--- src/hdl/kpi_pkg.sv ---
// ----------------------------------------------------------------------------
// kpi_pkg
// Shared types and constants of the keyframe pose interpolator.
// ----------------------------------------------------------------------------
`default_nettype none

package kpi_pkg;

	localparam int unsigned CW        = 16;
	localparam int unsigned DIV_STEPS = CW;
	// lane latency: span stage, product stage, one stage per quotient bit, output stage
	localparam int unsigned LANE_LAT  = 2 + DIV_STEPS + 1;
	localparam int unsigned DEPTH     = LANE_LAT + 1;

	localparam logic signed [CW-1:0] HALF_TURN     = 16'sh0200;
	localparam logic signed [CW-1:0] NEG_HALF_TURN = -16'sh0200;
	localparam logic signed [CW-1:0] FULL_TURN     = 16'sh0400;

	localparam logic [1:0] OP_DELTA  = 2'd0;
	localparam logic [1:0] OP_ROT    = 2'd1;
	localparam logic [1:0] OP_ROOT   = 2'd2;
	localparam logic [1:0] OP_UNUSED = 2'd3;

	localparam logic [1:0] TYPE_ROTATE    = 2'd0;
	localparam logic [1:0] TYPE_TRANSLATE = 2'd1;
	localparam logic [1:0] TYPE_ZOOM      = 2'd2;
	localparam logic [1:0] TYPE_OTHER     = 2'd3;

	typedef enum logic [2:0] {
		MODE_ZERO,
		MODE_PASS,
		MODE_RAMP,
		MODE_ANGLE,
		MODE_LINE
	} mode_t;

	typedef struct packed {
		logic we;
		logic done;
	} ctl_t;

endpackage

`default_nettype wire

--- src/hdl/kpi_lane.sv ---
// ----------------------------------------------------------------------------
// kpi_lane
// One component lane: span select, multiply, bit-per-stage restoring divide.
// ----------------------------------------------------------------------------
`default_nettype none

module kpi_lane (
	input  wire                                  clk,
	input  wire                                  en,
	input  kpi_pkg::mode_t                       mode,
	input  wire         [kpi_pkg::CW-1:0]        t,
	input  wire         [kpi_pkg::CW-1:0]        len,
	input  wire  signed [kpi_pkg::CW-1:0]        p,
	input  wire  signed [kpi_pkg::CW-1:0]        n,
	output logic signed [kpi_pkg::CW-1:0]        result
);

	localparam int unsigned W  = kpi_pkg::CW;
	localparam int unsigned NS = kpi_pkg::DIV_STEPS;

	logic signed [W-1:0] d;
	logic signed [W-1:0] base_c;
	logic signed [W-1:0] abase;
	logic signed [W-1:0] up_span;
	logic signed [W-1:0] dn_span;
	logic signed [W:0]   span_c;
	logic signed [W:0]   mag_c;
	logic                byp_c;

	always_comb begin
		d       = n - p;
		abase   = p + kpi_pkg::FULL_TURN;
		up_span = n - abase;
		dn_span = d + kpi_pkg::FULL_TURN;
		base_c  = p;
		span_c  = '0;
		byp_c   = 1'b0;
		unique case (mode)
			kpi_pkg::MODE_PASS: begin
				byp_c  = 1'b1;
				base_c = n;
			end
			kpi_pkg::MODE_RAMP: begin
				span_c = {n[W-1], n};
				base_c = '0;
			end
			kpi_pkg::MODE_LINE: begin
				span_c = $signed({n[W-1], n}) - $signed({p[W-1], p});
			end
			kpi_pkg::MODE_ANGLE: begin
				if (d == '0) begin
					byp_c  = 1'b1;
					base_c = n;
				end else if (d > kpi_pkg::HALF_TURN) begin
					// go the short way: restart from prev one turn up
					base_c = abase;
					span_c = {up_span[W-1], up_span};
				end else if (d < kpi_pkg::NEG_HALF_TURN) begin
					span_c = {dn_span[W-1], dn_span};
				end else begin
					span_c = {d[W-1], d};
				end
			end
			default: begin
				byp_c  = 1'b1;
				base_c = '0;
			end
		endcase
		mag_c = span_c[W] ? -span_c : span_c;
	end

	// stage 2: span magnitude
	logic [W-1:0]        mag_s2, t_s2, len_s2;
	logic                neg_s2, byp_s2;
	logic signed [W-1:0] base_s2;

	always_ff @(posedge clk) begin
		if (en) begin
			mag_s2  <= mag_c[W-1:0];
			neg_s2  <= span_c[W];
			byp_s2  <= byp_c;
			base_s2 <= base_c;
			t_s2    <= t;
			len_s2  <= len;
		end
	end

	// stage 3: product
	logic [2*W-1:0]      prod_s3;
	logic [W-1:0]        len_s3;
	logic                neg_s3, byp_s3;
	logic signed [W-1:0] base_s3;

	always_ff @(posedge clk) begin
		if (en) begin
			prod_s3 <= mag_s2 * t_s2;
			neg_s3  <= neg_s2;
			byp_s3  <= byp_s2;
			base_s3 <= base_s2;
			len_s3  <= len_s2;
		end
	end

	// divide stages: one quotient bit each, quotient shifts into the low word
	logic [W-1:0]        rem_sd  [NS];
	logic [W-1:0]        lo_sd   [NS];
	logic [W-1:0]        len_sd  [NS];
	logic                neg_sd  [NS];
	logic                byp_sd  [NS];
	logic signed [W-1:0] base_sd [NS];

	for (genvar k = 0; k < NS; k++) begin : g_div
		logic [W-1:0]        rem_in, lo_in, len_in;
		logic                neg_in, byp_in;
		logic signed [W-1:0] base_in;
		logic [W:0]          r2, diff;
		logic                ge;

		if (k == 0) begin : g_first
			assign rem_in  = prod_s3[2*W-1:W];
			assign lo_in   = prod_s3[W-1:0];
			assign len_in  = len_s3;
			assign neg_in  = neg_s3;
			assign byp_in  = byp_s3;
			assign base_in = base_s3;
		end else begin : g_next
			assign rem_in  = rem_sd[k-1];
			assign lo_in   = lo_sd[k-1];
			assign len_in  = len_sd[k-1];
			assign neg_in  = neg_sd[k-1];
			assign byp_in  = byp_sd[k-1];
			assign base_in = base_sd[k-1];
		end

		assign r2   = {rem_in, lo_in[W-1]};
		assign diff = r2 - {1'b0, len_in};
		assign ge   = r2 >= {1'b0, len_in};

		always_ff @(posedge clk) begin
			if (en) begin
				rem_sd[k]  <= ge ? diff[W-1:0] : r2[W-1:0];
				lo_sd[k]   <= {lo_in[W-2:0], ge};
				len_sd[k]  <= len_in;
				neg_sd[k]  <= neg_in;
				byp_sd[k]  <= byp_in;
				base_sd[k] <= base_in;
			end
		end
	end

	logic [W:0] sq;
	logic [W:0] sum;

	assign sq  = neg_sd[NS-1] ? -{1'b0, lo_sd[NS-1]} : {1'b0, lo_sd[NS-1]};
	assign sum = {base_sd[NS-1][W-1], base_sd[NS-1]} + sq;

	always_ff @(posedge clk) begin
		if (en) begin
			result <= byp_sd[NS-1] ? base_sd[NS-1] : $signed(sum[W-1:0]);
		end
	end

endmodule

`default_nettype wire

--- config.mk ---
export PLATFORM = sky130hd
export DESIGN_NAME = kpi_lane
export DESIGN_NICKNAME = d
export VERILOG_FILES = /design/src/hdl/kpi_pkg.sv /design/src/hdl/kpi_lane.sv
export SDC_FILE = /design/constraint.sdc
export NUM_CORES = 2
export LEC_CHECK = 0
export ABC_AREA = 0
export BUFFER_PORTS_ARGS = -buffer_cell sky130_fd_sc_hd__buf_2
export CAP_MARGIN = 20
export CORE_ASPECT_RATIO = 1.25
export CORE_MARGIN = 2
export CORE_UTILIZATION = 53
export CTS_BUF_LIST = sky130_fd_sc_hd__clkbuf_4 sky130_fd_sc_hd__clkbuf_8
export DETAILED_ROUTE_END_ITERATION = 12
export PLACE_DENSITY = 0.73
export SLEW_MARGIN = 25
export SYNTH_ARGS = -nofsm -noshare
export SYNTH_HDL_FRONTEND = slang
export SYNTH_SLANG_ARGS = --single-unit
--- constraint.sdc ---
create_clock -name clk -period 9.2 [get_ports clk]
set_input_delay 1.84 -clock clk [delete_from_list [all_inputs] [get_ports clk]]
set_output_delay 1.84 -clock clk [all_outputs]
set_load 0.01 [all_outputs]
==> reports/qor.csv <==
stage,metric,value,unit
floorplanning,core_area,0.115,mm2
setup_path,crit_top_cell,fa_1,
setup_path,startpoint,mag_s2[5]$_DFFE_PP_,
timing,fmax,131,MHz
timing,worstMarginPinSlew,0.967,ns
min_path,holdPathStages,0,
clock_tree,clock-sinks,1172,
setup_path,cp.arrival,8.25,ns
logic_synthesis,ys_seq_area_frac,0.576,
timing,hold_viol_final,0,
pwr,p_per_area,393,mW/mm2
setup_path,cp_num_buf_inv,4,
timing,fin_crit,7.66,ns
clock_tree,clock_latency,0.87,ns
timing,setup_viol,0,
floorplanning,initial_utilization,0.533,
clock_tree,cts_tree,done,
setup_path,crit_chain,and2_1 > fa_1 > inv_1 > fa_1 > fa_1 > fa_1 > inv_1 > fa_1 > inv_1 > fa_1 > inv_1 > ha_1 > a21o_1 > a21o_1 > a21oi_1 > o21ai_0 > a311oi_1 > o21ai_0 > a31oi_1 > nor2b_1 > o21a_1 > o41ai_1 > xnor2_1,
clock_tree,cts_buffer_depth,3,
global_routing,overflow,0,
setup_path,cp_top_family,adder cells,
global_routing,grt_pass1_vias,37700,
setup_path,worstSetupEndpointType,flop,
routing,ant_nets,0,
final_layout,area_growth,9.53,%
final_layout,fin_nets,5698,
clock_tree,holdBufCountCts,0,
floorplanning,boundaryPins,85,
logic_synthesis,ys_seq_elements,1172,
setup_path,cp_num_cells,23,
clock_tree,post_cts_resized,0,
setup_path,r2r_setup_slack,1.54,ns
clock_tree,cts_setup_buffers,0,
global_routing,grt_pass1_wl,181000,um
logic_synthesis,yosysWarnings,0,
timing,drv_slew,0,
routing,dr.pass1.iters,8,
setup_path,r2r-start,mag_s2[5]$_DFFE_PP_,
logic_synthesis,yosysUniqueCellTypes,98,
routing,via_count,35900,
pwr,p_leak,27.3,nW
logic_synthesis,synth_ff_type,edfxtp_1,
clock_tree,cts_buffers,181,
floorplanning,die-height,384,um
global_routing,grt_max_degree,207,
setup_path,r2r-end,prod_s3[24]$_DFFE_PP_,
placement,placed_area,0.0632,mm2
setup_path,slowest_delay,0.64,ns
placement,dpl.hpwl,79300,um
floorplanning,chipWidth,308,um
logic_synthesis,synth_fp_nets,5504,
logic_synthesis,post_synth.cell_area_avg,12.7,um2
routing,drt-vias-per-instance,5.39,
setup_path,slowest_stage,edfxtp_1,
timing,finalCritPeriodShare,0.832,
setup_path,endpoint,prod_s3[24]$_DFFE_PP_,
timing,rsz0062_at_grt,no,
outcome,outcome,completed,
placement,portBuffers,84,
logic_synthesis,synth_enable_flop_cells,1172,
routing,drcViolationCount,0,
setup_path,start_kind,flop,
global_routing,grt_usage,0.191,
setup_path,cp_max_fo,16,
timing,fin_worst_skew,0.0647,ns
logic_synthesis,netlist_top_cells_area,"edfxtp_1 58%, ha_1 8.2%, fa_1 6.9%, inv_1 4.1%, xnor2_1 2.5%",
timing,setup_tns,0,ns
routing,wl_per_cell,16.5,um
routing,first_iter_violations,1917,
global_routing,antenna_found_initial,8,
pwr,irDropWorstVdd,0.939,mV
setup_path,ff2ff_path_depth,23,
setup_path,critPathKind,reg -> reg,
clock_tree,clk_pin_slew,0.08,ns
setup_path,crit_required,9.79,ns
logic_synthesis,postSynthCellCount,4824,
final_layout,fin_area,0.0669,mm2
floorplanning,die-area,0.118,mm2
clock_tree,htree_levels,4,
clock_tree,clockRootBuffer,clkbuf_8,
routing,routed_wl,110000,um
floorplanning,rows,139,
logic_synthesis,async_reset_ff_frac,0,
job,cap_violations,0,
timing,max_slew_margin,0.353,
placement,routabilityCongestion,0.901,
logic_synthesis,post-synth-top-area-cell,edfxtp_1,
logic_synthesis,syn_area,0.0611,mm2
final_layout,drive_above_1_share,0.104,
min_path,holdCritPathClass,reg -> reg,
logic_synthesis,synth.top_cell.area_share,0.576,
==> report_power, final <==
group          internal (mW)  leakage [nW]  switching [mW]
logic                   5.98          13.9            7.70
registers               7.75          11.4           0.529
clock network           2.33          1.92            2.02
==> how the worst min path moves through the flow <==
stage | start | slack (ns) | to
2_1_floorplan | base_s2[0]$_DFFE_PP_ | 0.40 | base_s3[0]$_DFFE_PP_
3_3_place_gp | base_sd[1][8]$_DFFE_PP_ | 0.40 | base_sd[1][24]$_DFFE_PP_
3_5_place_dp | base_s2[2]$_DFFE_PP_ | 0.40 | base_s3[2]$_DFFE_PP_
4_1_cts | lo_sd[3][25]$_DFFE_PP_ | 0.37 | lo_sd[4][10]$_DFFE_PP_
5_1_grt | byp_sd[1][4]$_DFFE_PP_ | 0.38 | byp_sd[1][5]$_DFFE_PP_
6_report | lo_sd[3][25]$_DFFE_PP_ | 0.37 | lo_sd[4][10]$_DFFE_PP_
==> cells by family (layout without fill, tap and decap cells) <==
family          Yosys count  after routing  share of synthesized area
compound gates          837            837                     0.0863
xor+xnor                222            222                     0.0318
fa+ha+maj               611            611                      0.151
buf+inv                 755           1099                     0.0472
flops                  1172           1172                      0.576
mux                      96             96                     0.0174
other cells               0              7                          0
simple gates           1131           1131                     0.0903
==> stage by stage <==
step                total power [mW]  hold slack (ns)  worst slack, ns  utilization  std cells
floorplan                       18.8            0.400             2.64            -       4824
CTS                             26.6            0.366             1.51        0.583       6646
finish                          26.3            0.372             1.54        0.584       6655
global placement                21.6            0.400             1.75        0.551       6313
detailed placement              22.0            0.405             1.58        0.551       6313
global route                    28.7            0.384             1.14        0.584       6655
==> Yosys cell counts (38+ instances only) <==
cell	count
a21boi_0	53
a21o_1	49
a21oi_1	294
and2_1	118
clkbuf_1	73
edfxtp_1	1172
fa_1	211
ha_1	400
inv_1	660
mux2_2	83
nand2_1	360
nand2b_1	39
nand4_1	74
nor2_1	256
nor2b_1	66
nor3_1	69
o21a_1	62
o21ai_0	189
or3_1	38
xnor2_1	172
xor2_1	50
==> metal layers <==
metal	wire length (um)	vias to the layer above	part of all wire	global-route usage
met5	0	-	0	0
met4	5420	0	0.049	0.105
met1	40700	17400	0.37	0.199
li1	-	17500	-	-
met3	3910	293	0.036	0.0325
met2	59800	739	0.54	0.363
==> cell usage in the layout (no fill, tap or decap), drive strengths merged, types with 53 or more instances in the layout <==
cell type  synthesis  routed
o21a              63      63
a21boi            53      53
inv              662     677
nor2             256     256
nor3              70      70
clkinv             1      78
and2             119     119
buf               17     103
clkbuf            75     231
a21oi            296     296
xnor2            172     172
nor2b             66      66
o21ai            197     197
nand2            360     360
nand4             74      74
ha               400     400
fa               211     211
mux2              84      84
edfxtp          1172    1172
==> final cells by class <==
class                           count  area, um2
Fill cell                        8900      47700
Tap cell                         1480       1850
Antenna cell                        7       17.5
Multi-Input combinational cell   2897      23000
Clock inverter                    102        788
Sequential cell                  1172      35200
Timing Repair Buffer              103        688
Inverter                          663       2490
Clock buffer                      231       2870
==> worst register-to-register path, delay by kind of cell, from the launching register on <==
kind                       cells  cell delay (ns)
and+or+nand+nor                2             0.35
buffers and inverters          4             0.22
DFF                            1             0.64
adders and majority gates      7             3.46
xor gates and xnor gates       1             0.12
AOI/OAI and AO/OA              9             2.57
==> registers in the layout (all words and copies together), names as in the netlist, 16 cells and up <==
signal	flops
result	16
base_s3	16
byp_sd	16
base_sd	256
len_sd	240
g_div.len_in	16
t_s2	16
lo_sd	256
len_s2	16
rem_sd	240
mag_s2	16
neg_sd	16
prod_s3	32
base_s2	16
(Power assumes the default switching activity.)
